--- src/cavpid_pkg.sv ---
// Shared types, constants and arithmetic helpers for the cascaded angle/velocity PID.
package cavpid_pkg;

  localparam int DATA_WIDTH = 32;
  localparam int FRAC_BITS  = 16;
  localparam int LIM_WIDTH  = DATA_WIDTH - 1;
  localparam int PROD_WIDTH = 2 * DATA_WIDTH;
  localparam int RND_WIDTH  = PROD_WIDTH - FRAC_BITS;
  localparam int CFG_IDX_W  = 3;
  // derivative scale 500 = 512 - 8 - 4
  localparam int DSC_SH0    = 9;
  localparam int DSC_SH1    = 3;
  localparam int DSC_SH2    = 2;
  localparam int DSC_WIDTH  = DATA_WIDTH + DSC_SH0 + 1;

  typedef logic signed [DATA_WIDTH-1:0] data_t;
  typedef logic        [LIM_WIDTH-1:0]  lim_t;

  localparam data_t VMAX = {1'b0, {(DATA_WIDTH-1){1'b1}}};
  localparam data_t VMIN = {1'b1, {(DATA_WIDTH-1){1'b0}}};

  typedef enum logic [CFG_IDX_W-1:0] {
    REG_ANGLE_KP       = 3'd0,
    REG_ANGLE_KD       = 3'd1,
    REG_VEL_KP         = 3'd2,
    REG_VEL_KI         = 3'd3,
    REG_VEL_KD         = 3'd4,
    REG_TARGET_ANGLE   = 3'd5,
    REG_INTEGRAL_LIMIT = 3'd6,
    REG_OUTPUT_LIMIT   = 3'd7
  } reg_idx_t;

  localparam data_t RST_ANGLE_KP     = 32'sd131072;
  localparam data_t RST_ANGLE_KD     = 32'sd0;
  localparam data_t RST_VEL_KP       = 32'sd32768;
  localparam data_t RST_VEL_KI       = 32'sd0;
  localparam data_t RST_VEL_KD       = 32'sd3277;
  localparam data_t RST_TARGET_ANGLE = 32'sd308831;
  localparam lim_t  RST_INT_LIMIT    = 31'd655360;
  localparam lim_t  RST_OUT_LIMIT    = 31'd327680;

  typedef struct packed {
    data_t angle_kp;
    data_t angle_kd;
    data_t vel_kp;
    data_t vel_ki;
    data_t vel_kd;
    data_t target_angle;
    lim_t  integral_limit;
    lim_t  output_limit;
  } cfg_t;

  typedef enum logic [3:0] {
    ST_IDLE,
    ST_AE,
    ST_RATE_A,
    ST_M2,
    ST_VT0,
    ST_VT1,
    ST_VE,
    ST_RATE_V,
    ST_M4,
    ST_M5,
    ST_VI,
    ST_ADDVI,
    ST_ADDD,
    ST_OUT
  } state_t;

  typedef enum logic [2:0] {
    MS_KPA,
    MS_KDA,
    MS_KPV,
    MS_KIV,
    MS_KDV
  } mul_sel_t;

  typedef enum logic [3:0] {
    AO_NONE,
    AO_AE,
    AO_RATE_A,
    AO_ACC_LD,
    AO_ACC_ADD,
    AO_VE,
    AO_RATE_V,
    AO_VI,
    AO_ADD_VI,
    AO_OUT
  } alu_op_t;

  typedef struct packed {
    logic     load;
    logic     mul_en;
    mul_sel_t mul_sel;
    logic     rnd_en;
    alu_op_t  alu_op;
    logic     out_load;
  } cmd_t;

  typedef struct packed {
    logic out_full;
  } sts_t;

  function automatic data_t sat_wide(input logic signed [DATA_WIDTH:0] v);
    data_t r;
    if (v > $signed({VMAX[DATA_WIDTH-1], VMAX})) r = VMAX;
    else if (v < $signed({VMIN[DATA_WIDTH-1], VMIN})) r = VMIN;
    else r = v[DATA_WIDTH-1:0];
    return r;
  endfunction

  function automatic data_t sat_add(input data_t a, input data_t b);
    logic signed [DATA_WIDTH:0] s;
    s = $signed({a[DATA_WIDTH-1], a}) + $signed({b[DATA_WIDTH-1], b});
    return sat_wide(s);
  endfunction

  function automatic data_t sat_sub(input data_t a, input data_t b);
    logic signed [DATA_WIDTH:0] s;
    s = $signed({a[DATA_WIDTH-1], a}) - $signed({b[DATA_WIDTH-1], b});
    return sat_wide(s);
  endfunction

  function automatic logic [DATA_WIDTH-1:0] mag(input data_t v);
    logic [DATA_WIDTH-1:0] r;
    if (v[DATA_WIDTH-1]) r = DATA_WIDTH'(-v);
    else r = v;
    return r;
  endfunction

  // difference times the tick rate, both steps saturating
  function automatic data_t scaled_rate(input data_t e, input data_t last);
    data_t                      d;
    logic signed [DSC_WIDTH-1:0] dx;
    logic signed [DSC_WIDTH-1:0] m;
    data_t                      r;
    d  = sat_sub(e, last);
    dx = DSC_WIDTH'(d);
    m  = (dx <<< DSC_SH0) - (dx <<< DSC_SH1) - (dx <<< DSC_SH2);
    if (m > DSC_WIDTH'(VMAX)) r = VMAX;
    else if (m < DSC_WIDTH'(VMIN)) r = VMIN;
    else r = m[DATA_WIDTH-1:0];
    return r;
  endfunction

  // round magnitude half away from zero, apply sign, saturate
  function automatic data_t qround(input logic [PROD_WIDTH-1:0] p, input logic neg);
    logic [PROD_WIDTH-1:0] pr;
    logic [RND_WIDTH-1:0]  r;
    logic [RND_WIDTH-1:0]  lim;
    data_t                 res;
    pr  = p + (PROD_WIDTH'(1) << (FRAC_BITS - 1));
    r   = pr[PROD_WIDTH-1:FRAC_BITS];
    lim = neg ? RND_WIDTH'(VMAX) + RND_WIDTH'(1) : RND_WIDTH'(VMAX);
    if (r > lim) r = lim;
    if (neg) res = DATA_WIDTH'(-r);
    else res = r[DATA_WIDTH-1:0];
    return res;
  endfunction

  function automatic data_t clampsym(input data_t v, input lim_t lim);
    data_t l;
    data_t r;
    l = $signed({1'b0, lim});
    if (v > l) r = l;
    else if (v < -l) r = -l;
    else r = v;
    return r;
  endfunction

endpackage

--- src/cavpid_ctrl.sv ---
// Sequencer that steps the shared multiplier and ALU through one control tick.
module cavpid_ctrl (
  input  logic                  clk,
  input  logic                  rst_n,
  input  logic                  in_valid,
  output logic                  in_stall,
  input  cavpid_pkg::sts_t      sts,
  output cavpid_pkg::cmd_t      cmd,
  output cavpid_pkg::state_t    state
);

  cavpid_pkg::state_t state_r;
  cavpid_pkg::state_t state_nxt;

  always_ff @(posedge clk) begin
    if (!rst_n) begin
      state_r <= cavpid_pkg::ST_IDLE;
    end else begin
      state_r <= state_nxt;
    end
  end

  always_comb begin
    state_nxt = state_r;
    unique case (state_r)
      cavpid_pkg::ST_IDLE:    if (in_valid) state_nxt = cavpid_pkg::ST_AE;
      cavpid_pkg::ST_AE:      state_nxt = cavpid_pkg::ST_RATE_A;
      cavpid_pkg::ST_RATE_A:  state_nxt = cavpid_pkg::ST_M2;
      cavpid_pkg::ST_M2:      state_nxt = cavpid_pkg::ST_VT0;
      cavpid_pkg::ST_VT0:     state_nxt = cavpid_pkg::ST_VT1;
      cavpid_pkg::ST_VT1:     state_nxt = cavpid_pkg::ST_VE;
      cavpid_pkg::ST_VE:      state_nxt = cavpid_pkg::ST_RATE_V;
      cavpid_pkg::ST_RATE_V:  state_nxt = cavpid_pkg::ST_M4;
      cavpid_pkg::ST_M4:      state_nxt = cavpid_pkg::ST_M5;
      cavpid_pkg::ST_M5:      state_nxt = cavpid_pkg::ST_VI;
      cavpid_pkg::ST_VI:      state_nxt = cavpid_pkg::ST_ADDVI;
      cavpid_pkg::ST_ADDVI:   state_nxt = cavpid_pkg::ST_ADDD;
      cavpid_pkg::ST_ADDD:    state_nxt = cavpid_pkg::ST_OUT;
      cavpid_pkg::ST_OUT:     if (!sts.out_full) state_nxt = cavpid_pkg::ST_IDLE;
      default:                state_nxt = cavpid_pkg::ST_IDLE;
    endcase
  end

  always_comb begin
    cmd          = '0;
    cmd.mul_sel  = cavpid_pkg::MS_KPA;
    cmd.alu_op   = cavpid_pkg::AO_NONE;
    unique case (state_r)
      cavpid_pkg::ST_IDLE: begin
        cmd.load = in_valid;
      end
      cavpid_pkg::ST_AE: begin
        cmd.alu_op = cavpid_pkg::AO_AE;
      end
      cavpid_pkg::ST_RATE_A: begin
        cmd.alu_op  = cavpid_pkg::AO_RATE_A;
        cmd.mul_en  = 1'b1;
        cmd.mul_sel = cavpid_pkg::MS_KPA;
      end
      cavpid_pkg::ST_M2: begin
        cmd.mul_en  = 1'b1;
        cmd.mul_sel = cavpid_pkg::MS_KDA;
        cmd.rnd_en  = 1'b1;
      end
      cavpid_pkg::ST_VT0: begin
        cmd.rnd_en = 1'b1;
        cmd.alu_op = cavpid_pkg::AO_ACC_LD;
      end
      cavpid_pkg::ST_VT1: begin
        cmd.alu_op = cavpid_pkg::AO_ACC_ADD;
      end
      cavpid_pkg::ST_VE: begin
        cmd.alu_op = cavpid_pkg::AO_VE;
      end
      cavpid_pkg::ST_RATE_V: begin
        cmd.alu_op  = cavpid_pkg::AO_RATE_V;
        cmd.mul_en  = 1'b1;
        cmd.mul_sel = cavpid_pkg::MS_KPV;
      end
      cavpid_pkg::ST_M4: begin
        cmd.mul_en  = 1'b1;
        cmd.mul_sel = cavpid_pkg::MS_KIV;
        cmd.rnd_en  = 1'b1;
      end
      cavpid_pkg::ST_M5: begin
        cmd.mul_en  = 1'b1;
        cmd.mul_sel = cavpid_pkg::MS_KDV;
        cmd.rnd_en  = 1'b1;
        cmd.alu_op  = cavpid_pkg::AO_ACC_LD;
      end
      cavpid_pkg::ST_VI: begin
        cmd.rnd_en = 1'b1;
        cmd.alu_op = cavpid_pkg::AO_VI;
      end
      cavpid_pkg::ST_ADDVI: begin
        cmd.alu_op = cavpid_pkg::AO_ADD_VI;
      end
      cavpid_pkg::ST_ADDD: begin
        cmd.alu_op = cavpid_pkg::AO_ACC_ADD;
      end
      cavpid_pkg::ST_OUT: begin
        if (!sts.out_full) begin
          cmd.alu_op   = cavpid_pkg::AO_OUT;
          cmd.out_load = 1'b1;
        end
      end
      default: begin
        cmd.load = 1'b0;
      end
    endcase
  end

  assign in_stall = (state_r != cavpid_pkg::ST_IDLE);
  assign state    = state_r;

endmodule

--- src/cavpid_dp.sv ---
// Datapath: shared 32x32 multiplier, rounding stage, saturating ALU and result register.
module cavpid_dp (
  input  logic                               clk,
  input  logic                               rst_n,
  input  cavpid_pkg::cmd_t                   cmd,
  output cavpid_pkg::sts_t                   sts,
  input  cavpid_pkg::cfg_t                   cfg,
  input  logic signed [cavpid_pkg::DATA_WIDTH-1:0] in_measured_angle,
  input  logic signed [cavpid_pkg::DATA_WIDTH-1:0] in_measured_velocity,
  output logic                               out_valid,
  input  logic                               out_stall,
  output logic signed [cavpid_pkg::DATA_WIDTH-1:0] out_torque_command
);

  cavpid_pkg::data_t ang_r, ang_nxt;
  cavpid_pkg::data_t vel_r, vel_nxt;
  cavpid_pkg::data_t ae_r, ae_nxt;
  cavpid_pkg::data_t ve_r, ve_nxt;
  cavpid_pkg::data_t rate_r, rate_nxt;
  cavpid_pkg::data_t acc_r, acc_nxt;
  cavpid_pkg::data_t q_r, q_nxt;
  cavpid_pkg::data_t out_r, out_nxt;
  cavpid_pkg::data_t prev_ae_r, prev_ae_nxt;
  cavpid_pkg::data_t prev_ve_r, prev_ve_nxt;
  cavpid_pkg::data_t vi_r, vi_nxt;
  logic [cavpid_pkg::PROD_WIDTH-1:0] prod_r, prod_nxt;
  logic                              neg_r, neg_nxt;
  logic                              out_valid_r, out_valid_nxt;

  cavpid_pkg::data_t mul_a;
  cavpid_pkg::data_t mul_b;

  always_comb begin
    unique case (cmd.mul_sel)
      cavpid_pkg::MS_KPA: begin mul_a = cfg.angle_kp; mul_b = ae_r;   end
      cavpid_pkg::MS_KDA: begin mul_a = cfg.angle_kd; mul_b = rate_r; end
      cavpid_pkg::MS_KPV: begin mul_a = cfg.vel_kp;   mul_b = ve_r;   end
      cavpid_pkg::MS_KIV: begin mul_a = cfg.vel_ki;   mul_b = ve_r;   end
      cavpid_pkg::MS_KDV: begin mul_a = cfg.vel_kd;   mul_b = rate_r; end
      default:            begin mul_a = cfg.angle_kp; mul_b = ae_r;   end
    endcase
  end

  always_comb begin
    prod_nxt = prod_r;
    neg_nxt  = neg_r;
    q_nxt    = q_r;
    if (cmd.mul_en) begin
      prod_nxt = cavpid_pkg::PROD_WIDTH'(cavpid_pkg::mag(mul_a))
               * cavpid_pkg::PROD_WIDTH'(cavpid_pkg::mag(mul_b));
      neg_nxt  = mul_a[cavpid_pkg::DATA_WIDTH-1] ^ mul_b[cavpid_pkg::DATA_WIDTH-1];
    end
    if (cmd.rnd_en) begin
      q_nxt = cavpid_pkg::qround(prod_r, neg_r);
    end
  end

  always_comb begin
    ang_nxt     = ang_r;
    vel_nxt     = vel_r;
    ae_nxt      = ae_r;
    ve_nxt      = ve_r;
    rate_nxt    = rate_r;
    acc_nxt     = acc_r;
    out_nxt     = out_r;
    prev_ae_nxt = prev_ae_r;
    prev_ve_nxt = prev_ve_r;
    vi_nxt      = vi_r;
    if (cmd.load) begin
      ang_nxt = in_measured_angle;
      vel_nxt = in_measured_velocity;
    end
    unique case (cmd.alu_op)
      cavpid_pkg::AO_NONE: ;
      cavpid_pkg::AO_AE:      ae_nxt = cavpid_pkg::sat_sub(cfg.target_angle, ang_r);
      cavpid_pkg::AO_RATE_A: begin
        rate_nxt    = cavpid_pkg::scaled_rate(ae_r, prev_ae_r);
        prev_ae_nxt = ae_r;
      end
      cavpid_pkg::AO_ACC_LD:  acc_nxt = q_r;
      cavpid_pkg::AO_ACC_ADD: acc_nxt = cavpid_pkg::sat_add(acc_r, q_r);
      cavpid_pkg::AO_VE:      ve_nxt = cavpid_pkg::sat_sub(acc_r, vel_r);
      cavpid_pkg::AO_RATE_V: begin
        rate_nxt    = cavpid_pkg::scaled_rate(ve_r, prev_ve_r);
        prev_ve_nxt = ve_r;
      end
      cavpid_pkg::AO_VI:
        vi_nxt = cavpid_pkg::clampsym(cavpid_pkg::sat_add(vi_r, q_r), cfg.integral_limit);
      cavpid_pkg::AO_ADD_VI:  acc_nxt = cavpid_pkg::sat_add(acc_r, vi_r);
      cavpid_pkg::AO_OUT:     out_nxt = cavpid_pkg::clampsym(acc_r, cfg.output_limit);
      default: ;
    endcase
  end

  always_comb begin
    out_valid_nxt = out_valid_r;
    if (cmd.out_load) out_valid_nxt = 1'b1;
    else if (!out_stall) out_valid_nxt = 1'b0;
  end

  always_ff @(posedge clk) begin
    if (!rst_n) begin
      prev_ae_r   <= '0;
      prev_ve_r   <= '0;
      vi_r        <= '0;
      out_valid_r <= 1'b0;
    end else begin
      prev_ae_r   <= prev_ae_nxt;
      prev_ve_r   <= prev_ve_nxt;
      vi_r        <= vi_nxt;
      out_valid_r <= out_valid_nxt;
    end
  end

  always_ff @(posedge clk) begin
    ang_r  <= ang_nxt;
    vel_r  <= vel_nxt;
    ae_r   <= ae_nxt;
    ve_r   <= ve_nxt;
    rate_r <= rate_nxt;
    acc_r  <= acc_nxt;
    q_r    <= q_nxt;
    out_r  <= out_nxt;
    prod_r <= prod_nxt;
    neg_r  <= neg_nxt;
  end

  assign sts.out_full        = out_valid_r && out_stall;
  assign out_valid           = out_valid_r;
  assign out_torque_command  = out_r;

endmodule

--- src/cascaded_angle_velocity_pid.sv ---
// Top level of the cascaded angle/velocity PID: register file, sequencer and datapath.
//
// Usage:
//   Input channel (in_valid / in_stall) carries one beat per control tick: measured
//   angle and angular velocity, signed Q16.16. Output channel (out_valid / out_stall)
//   returns one torque command beat per input beat, signed Q16.16, clamped to
//   +/-output_limit. The cfg_ channel (cfg_valid / cfg_ready, always ready) writes
//   one gain, setpoint or limit per beat by index; write only while the block is idle.
//   The 13-step sequence time-shares one 32x32 multiplier and one saturating adder over
//   the five gain products, so no new input beat is taken until the sequence ends.
//   in_stall is high while a tick is in progress. A finished result waits in the
//   output register; if it is still stalled when the next result is due, the
//   sequencer holds in its last step until the register is free.
//   Reset (rst_n low, synchronous) restores default gains and limits, clears the
//   previous errors and the velocity integral, and empties the output register.
module cascaded_angle_velocity_pid (
  input  logic                                     clk,
  input  logic                                     rst_n,
  input  logic                                     in_valid,
  output logic                                     in_stall,
  input  logic signed [cavpid_pkg::DATA_WIDTH-1:0] in_measured_angle,
  input  logic signed [cavpid_pkg::DATA_WIDTH-1:0] in_measured_velocity,
  output logic                                     out_valid,
  input  logic                                     out_stall,
  output logic signed [cavpid_pkg::DATA_WIDTH-1:0] out_torque_command,
  input  logic                                     cfg_valid,
  output logic                                     cfg_ready,
  input  logic [cavpid_pkg::CFG_IDX_W-1:0]         cfg_index,
  input  logic [cavpid_pkg::DATA_WIDTH-1:0]        cfg_data
);

  cavpid_pkg::cfg_t   cfg_r;
  cavpid_pkg::cfg_t   cfg_nxt;
  cavpid_pkg::cmd_t   cmd;
  cavpid_pkg::sts_t   sts;
  cavpid_pkg::state_t state;

  assign cfg_ready = 1'b1;

  always_comb begin
    cfg_nxt = cfg_r;
    if (cfg_valid && cfg_ready) begin
      unique case (cavpid_pkg::reg_idx_t'(cfg_index))
        cavpid_pkg::REG_ANGLE_KP:       cfg_nxt.angle_kp       = cfg_data;
        cavpid_pkg::REG_ANGLE_KD:       cfg_nxt.angle_kd       = cfg_data;
        cavpid_pkg::REG_VEL_KP:         cfg_nxt.vel_kp         = cfg_data;
        cavpid_pkg::REG_VEL_KI:         cfg_nxt.vel_ki         = cfg_data;
        cavpid_pkg::REG_VEL_KD:         cfg_nxt.vel_kd         = cfg_data;
        cavpid_pkg::REG_TARGET_ANGLE:   cfg_nxt.target_angle   = cfg_data;
        cavpid_pkg::REG_INTEGRAL_LIMIT:
          cfg_nxt.integral_limit = cfg_data[cavpid_pkg::LIM_WIDTH-1:0];
        cavpid_pkg::REG_OUTPUT_LIMIT:
          cfg_nxt.output_limit   = cfg_data[cavpid_pkg::LIM_WIDTH-1:0];
        default: ;
      endcase
    end
  end

  always_ff @(posedge clk) begin
    if (!rst_n) begin
      cfg_r.angle_kp       <= cavpid_pkg::RST_ANGLE_KP;
      cfg_r.angle_kd       <= cavpid_pkg::RST_ANGLE_KD;
      cfg_r.vel_kp         <= cavpid_pkg::RST_VEL_KP;
      cfg_r.vel_ki         <= cavpid_pkg::RST_VEL_KI;
      cfg_r.vel_kd         <= cavpid_pkg::RST_VEL_KD;
      cfg_r.target_angle   <= cavpid_pkg::RST_TARGET_ANGLE;
      cfg_r.integral_limit <= cavpid_pkg::RST_INT_LIMIT;
      cfg_r.output_limit   <= cavpid_pkg::RST_OUT_LIMIT;
    end else begin
      cfg_r <= cfg_nxt;
    end
  end

  cavpid_ctrl u_ctrl (
    .clk      (clk),
    .rst_n    (rst_n),
    .in_valid (in_valid),
    .in_stall (in_stall),
    .sts      (sts),
    .cmd      (cmd),
    .state    (state)
  );

  cavpid_dp u_dp (
    .clk                  (clk),
    .rst_n                (rst_n),
    .cmd                  (cmd),
    .sts                  (sts),
    .cfg                  (cfg_r),
    .in_measured_angle    (in_measured_angle),
    .in_measured_velocity (in_measured_velocity),
    .out_valid            (out_valid),
    .out_stall            (out_stall),
    .out_torque_command   (out_torque_command)
  );

  // an accepted beat always starts the sequence
  assert property (@(posedge clk) disable iff (!rst_n)
    (in_valid && !in_stall) |=> (state == cavpid_pkg::ST_AE))
    else $error("accepted beat did not start a tick");

  // a waiting result is never overwritten
  assert property (@(posedge clk) disable iff (!rst_n)
    cmd.out_load |-> !(out_valid && out_stall))
    else $error("result register overwritten while stalled");

  assert property (@(posedge clk) disable iff (!rst_n)
    cmd.out_load |=> out_valid)
    else $error("loaded result not presented");

  // torque stays inside the output clamp
  assert property (@(posedge clk) disable iff (!rst_n)
    out_valid |-> ((out_torque_command <= $signed({1'b0, cfg_r.output_limit})) &&
                   (out_torque_command >= -$signed({1'b0, cfg_r.output_limit}))))
    else $error("torque outside output limit");

endmodule

--- config.mk ---
export PLATFORM = sky130hd
export DESIGN_NAME = cascaded_angle_velocity_pid
export DESIGN_NICKNAME = d
export VERILOG_FILES = /design/src/cavpid_pkg.sv /design/src/cavpid_ctrl.sv /design/src/cavpid_dp.sv /design/src/cascaded_angle_velocity_pid.sv
export SDC_FILE = /design/constraint.sdc
export NUM_CORES = 2
export LEC_CHECK = 0
export ABC_AREA = 1
export BUFFER_PORTS_ARGS = -buffer_cell sky130_fd_sc_hd__buf_2
export CAP_MARGIN = 20
export CORE_MARGIN = 3
export CORE_UTILIZATION = 45
export CTS_CLUSTER_SIZE = 30
export DETAILED_ROUTE_END_ITERATION = 7
export GPL_ROUTABILITY_DRIVEN = 1
export GPL_TIMING_DRIVEN = 0
export PLACE_DENSITY = 0.65
export SLEW_MARGIN = 5
export SYNTH_ARGS = -nofsm -noshare
export SYNTH_HDL_FRONTEND = slang
export SYNTH_SLANG_ARGS = --single-unit
export TNS_END_PERCENT = 100
--- constraint.sdc ---
create_clock -name clk -period 13.8 [get_ports clk]
set_clock_uncertainty 0.05 [all_clocks]
set_input_delay 0.69 -clock clk [delete_from_list [all_inputs] [get_ports clk]]
set_output_delay 0.69 -clock clk [all_outputs]
set_load 0.1 [all_outputs]
==> flow_summary.rst <==
.. list-table::
   :header-rows: 1

   * - Metric
     - Value
   * - Dominant cells by area after synthesis
     - sky130_fd_sc_hd__fa_1 22%, sky130_fd_sc_hd__ha_1 11%, sky130_fd_sc_hd__edfxtp_1 11%
   * - Width of the die
     - between 400 and 500 um
   * - Sort of element at the start of the critical path
     - flop
   * - Global placement routability congestion
     - 1.051
   * - Worst Hold Path EP
     - u_dp.ang_r[29]$_DFFE_PP_
   * - Count of H-tree levels built during CTS
     - 3
   * - Sequential fraction of the synthesis area
     - a little under a fifth
   * - Post-DP HPWL
     - 283400 um
   * - CTS tree
     - done
   * - Number of flops mapped to enable cells by yosys
     - 305
   * - GRT Residual Overflow
     - 0
   * - First-pass GRT wire length
     - ~500000 um
   * - Aggregate global-route resource usage
     - between 30% and 40%
   * - Clock root cell
     - sky130_fd_sc_hd__clkbuf_16
   * - Count of boundary I/O pins
     - ~140
   * - Clock sink total
     - 660
   * - Synthesized-area fraction occupied by adder cells
     - between 30% and 40%
   * - Final setup violation count
     - 0
   * - Number of buffers between clock root and the deepest sink
     - 3
   * - Most frequent CP cell
     - sky130_fd_sc_hd__fa_1
   * - Maximum clock rate
     - 0.07328 GHz
   * - Min Tclk post-route
     - 13.65 ns
   * - Fraction of the mapped netlist area in simple logic gates
     - 20.19%
   * - Required time of the worst setup path
     - 14.27 ns
   * - Via density per instance
     - about 5.7
   * - DRC Markers
     - 0
   * - Cells on Worst Hold Path
     - 1
   * - Slew margin rel.
     - between 10% and 20%
   * - Initial Util
     - 45.53%
   * - Filler instances
     - roughly 19000
   * - Mean Syn Cell Area
     - between 7 and 8 um2
   * - Leading cell type in the layout, fill and taps excluded
     - sky130_fd_sc_hd__nand2_1
   * - Result of the run
     - complete, no violations
   * - Combinational family with the most area after synthesis
     - adder cells
   * - Overall routed net length
     - approximately 340000 um
   * - Crit share post-route
     - between 90% and 100%
   * - Highest net fanout along the worst path
     - 10
   * - Residual antenna-violating net count after detailed routing
     - 0
   * - Combined area of the multi-input logic cells
     - 60490 um2
   * - Clock slew at the register clock pins of the worst setup and hold paths
     - roughly 0.080 ns
   * - Number of buffers added on ports
     - 108
   * - Count of unique library cells instantiated by Yosys
     - 73
   * - Reported max-cap violation count
     - 0
   * - Max Transition Viols Final
     - 0
   * - Dominant synthesized flop cell
     - sky130_fd_sc_hd__dfxtp_1
   * - CTS Buf Count
     - between 70 and 80
   * - Layout net count
     - between 10000 and 15000
   * - Reg-to-Reg Start
     - u_ctrl.state[1]$_SDFFE_PN0P_
   * - Commonest non-fill, non-tap cells in the layout
     - 2021 x sky130_fd_sc_hd__nand2_1, 1963 x sky130_fd_sc_hd__inv_1, 1489 x sky130_fd_sc_hd__nor2_1, 952 x sky130_fd_sc_hd__fa_1, 790 x sky130_fd_sc_hd__a21oi_1
   * - Synthesized flop and latch total
     - between 600 and 700
   * - Portion of netlist area occupied by mux cells
     - less than 1%
   * - Reg-to-Reg End
     - u_dp.prod_r[56]$_DFFE_PN_
   * - Via Count
     - between 80000 and 90000
   * - Type of the setup path with the least slack
     - reg -> reg
   * - Synth Warn #
     - 0
   * - Number of design-rule violations left by the first detailed-router iteration
     - 8014
   * - Area growth from synthesis to layout
     - 7.697%
   * - Setup tns final
     - 0 ns
   * - Xor-xnor portion of the synthesized cell area
     - 3.907%
   * - Number of antenna violations at the first check in global routing
     - 29
   * - Path category of the worst min-delay check
     - in -> reg
   * - Die area
     - approximately 200000 um2
   * - Clk_lat worst skew
     - between 0.7 and 0.8 ns
   * - Post-synthesis cell type with the largest combined area
     - sky130_fd_sc_hd__fa_1
   * - Site row count
     - roughly 160
   * - Post-synthesis instance total
     - approximately 11000
   * - Asr flop ratio synth
     - 0%
   * - Setup repair after global routing missed its margin
     - true
   * - Post-synthesis instance area
     - 86040 um2
   * - Synth Area in Compound Gates
     - a little over an eighth
   * - Via count of the first global-routing pass
     - 79590
   * - Synth top area share
     - between 20% and 30%
   * - Count of endpoints failing hold in the final timing report
     - 0
   * - Hold path start
     - in_measured_angle[29]
   * - Data arrival time at the worst-slack endpoint
     - ~14 ns
   * - Worst reg2reg path depth
     - 45
   * - Minimum setup slack among reg-to-reg paths
     - 0.15 ns
   * - Core region area
     - between 150000 and 200000 um2
   * - Maximum number of pins on one net before global-route repair
     - 43
   * - Net count of the mapped netlist
     - between 10000 and 15000
   * - Pre-antenna DRT Iters
     - 6
   * - Post-DR wirelength/cell
     - ~24 um
   * - Fraction of layout instances using a drive strength above 1
     - about 4.3%
   * - Area taken by flip-flops and latches
     - ~16000 um2
   * - Crit path max-delay cell type
     - sky130_fd_sc_hd__buf_1
   * - Vertical die dimension
     - roughly 440 um
   * - Transition time at the pin with the least slew margin
     - between 1 and 1.5 ns
   * - Worst path max stage delay
     - between 0.8 and 0.9 ns
   * - Endpoint class of the critical path
     - flop
-- through the flow --
step / hold slack (ns) / std cells / worst slack [ns] / area [um2] / utilization [%]
final: 0.08612 / 14190 / 0.1533 / 92660 / 49.03
after global routing: 0.04836 / 14190 / -0.02136 / 92650 / 49.02
after CTS: 0.03886 / 14190 / 0.4783 / 92580 / 48.99
after detailed placement: 0.4015 / 14050 / 0.5986 / 90030 / 47.64
after global placement: 0.3945 / 14030 / 0.6776 / 89700 / 47.46
after floorplan: 0.3789 / 11430 / 4.043 / 86040 / -
-- sequential cells by signal (all words and copies together) (netlist names) --
| name | flops |
|---|---|
| u_dp.prod_r | 49 |
| u_dp.neg_r | 1 |
| u_dp.vi_r | 32 |
| u_dp.out_torque_command | 32 |
| u_dp.ae_r | 32 |
| u_dp.ang_r | 32 |
| u_dp.out_valid | 1 |
| u_dp.vel_r | 32 |
| u_dp.prev_ve_r | 32 |
| u_dp.ve_r | 32 |
| u_dp.acc_r | 32 |
| u_ctrl.state | 4 |
| u_dp.q_r | 32 |
| u_dp.prev_ae_r | 32 |
| u_dp.rate_r | 31 |
| cfg_r | 254 |
-- cell type report --
cell class	instances	area share, %
tap	2495	3.369
timing repair buffer	132	0.9452
multi-input combinational	8330	65.28
buffer	415	1.898
antenna	7	0.01890
clock inverter	43	0.5779
inverter	2018	8.180
sequential	660	17.55
clock buffer	94	2.178
-- synth_stat cells (all sizes together) (268+ instances only) --
master and instances:
nand2 2058, inv 1997, nor2 1519, fa 952, a21oi 795, o21ai 766, ha 736, nand3 403
dfxtp 355, edfxtp 305, clkbuf 298, xor2 268
-- critical path, delay by kind of cell (launching register included) --
kind	cells	cell delay, ns
compound gates	6	1.94
xor+xnor	1	0.22
fa+ha+maj	10	5.06
buf+inv	10	2.18
flops	1	0.40
simple gates	18	3.53
-- layer usage --
metal	global-route usage, %	wire [um]
met1	44.09	136000
met2	53.72	150400
met3	7.122	31260
met4	15.52	18700
met5	0	128
-- what timing repair did --
item / CTS / global route
endpoints found under the setup margin: 0 / 12
resized for setup: 0 / 1
setup buffers: 0 / 0
hold buffers: 0 / 0
-- cells by family after synthesis --
kind of cell               count (synthesis)
xor gates and xnor gates                 383
buffers and inverters                   2435
other                                      1
DFF                                      660
adders and majority gates               1688
AOI/OAI and AO/OA                       2016
and+or+nand+nor                         4241
muxes                                      1
-- worst max-delay path by stage --
stage / endpoint / cells after the start / start / slack (ns)
6_report: u_dp.prod_r[56]$_DFFE_PN_ / 45 / u_ctrl.state[1]$_SDFFE_PN0P_ / 0.15
5_1_grt: u_dp.prod_r[60]$_DFFE_PN_ / 47 / u_ctrl.state[1]$_SDFFE_PN0P_ / -0.02
4_1_cts: u_dp.prod_r[56]$_DFFE_PN_ / 48 / u_ctrl.state[1]$_SDFFE_PN0P_ / 0.48
3_5_place_dp: u_dp.prod_r[56]$_DFFE_PN_ / 48 / u_ctrl.state[1]$_SDFFE_PN0P_ / 0.60
3_3_place_gp: u_dp.prod_r[59]$_DFFE_PN_ / 37 / u_ctrl.state[0]$_SDFFE_PN0P_ / 0.68
2_1_floorplan: u_dp.prod_r[57]$_DFFE_PN_ / 51 / u_ctrl.state[3]$_SDFFE_PN0P_ / 4.04
Power is left out: the tool's default activity adds up to more than one toggle a clock period on the data nets, which glitch-free logic cannot reach.
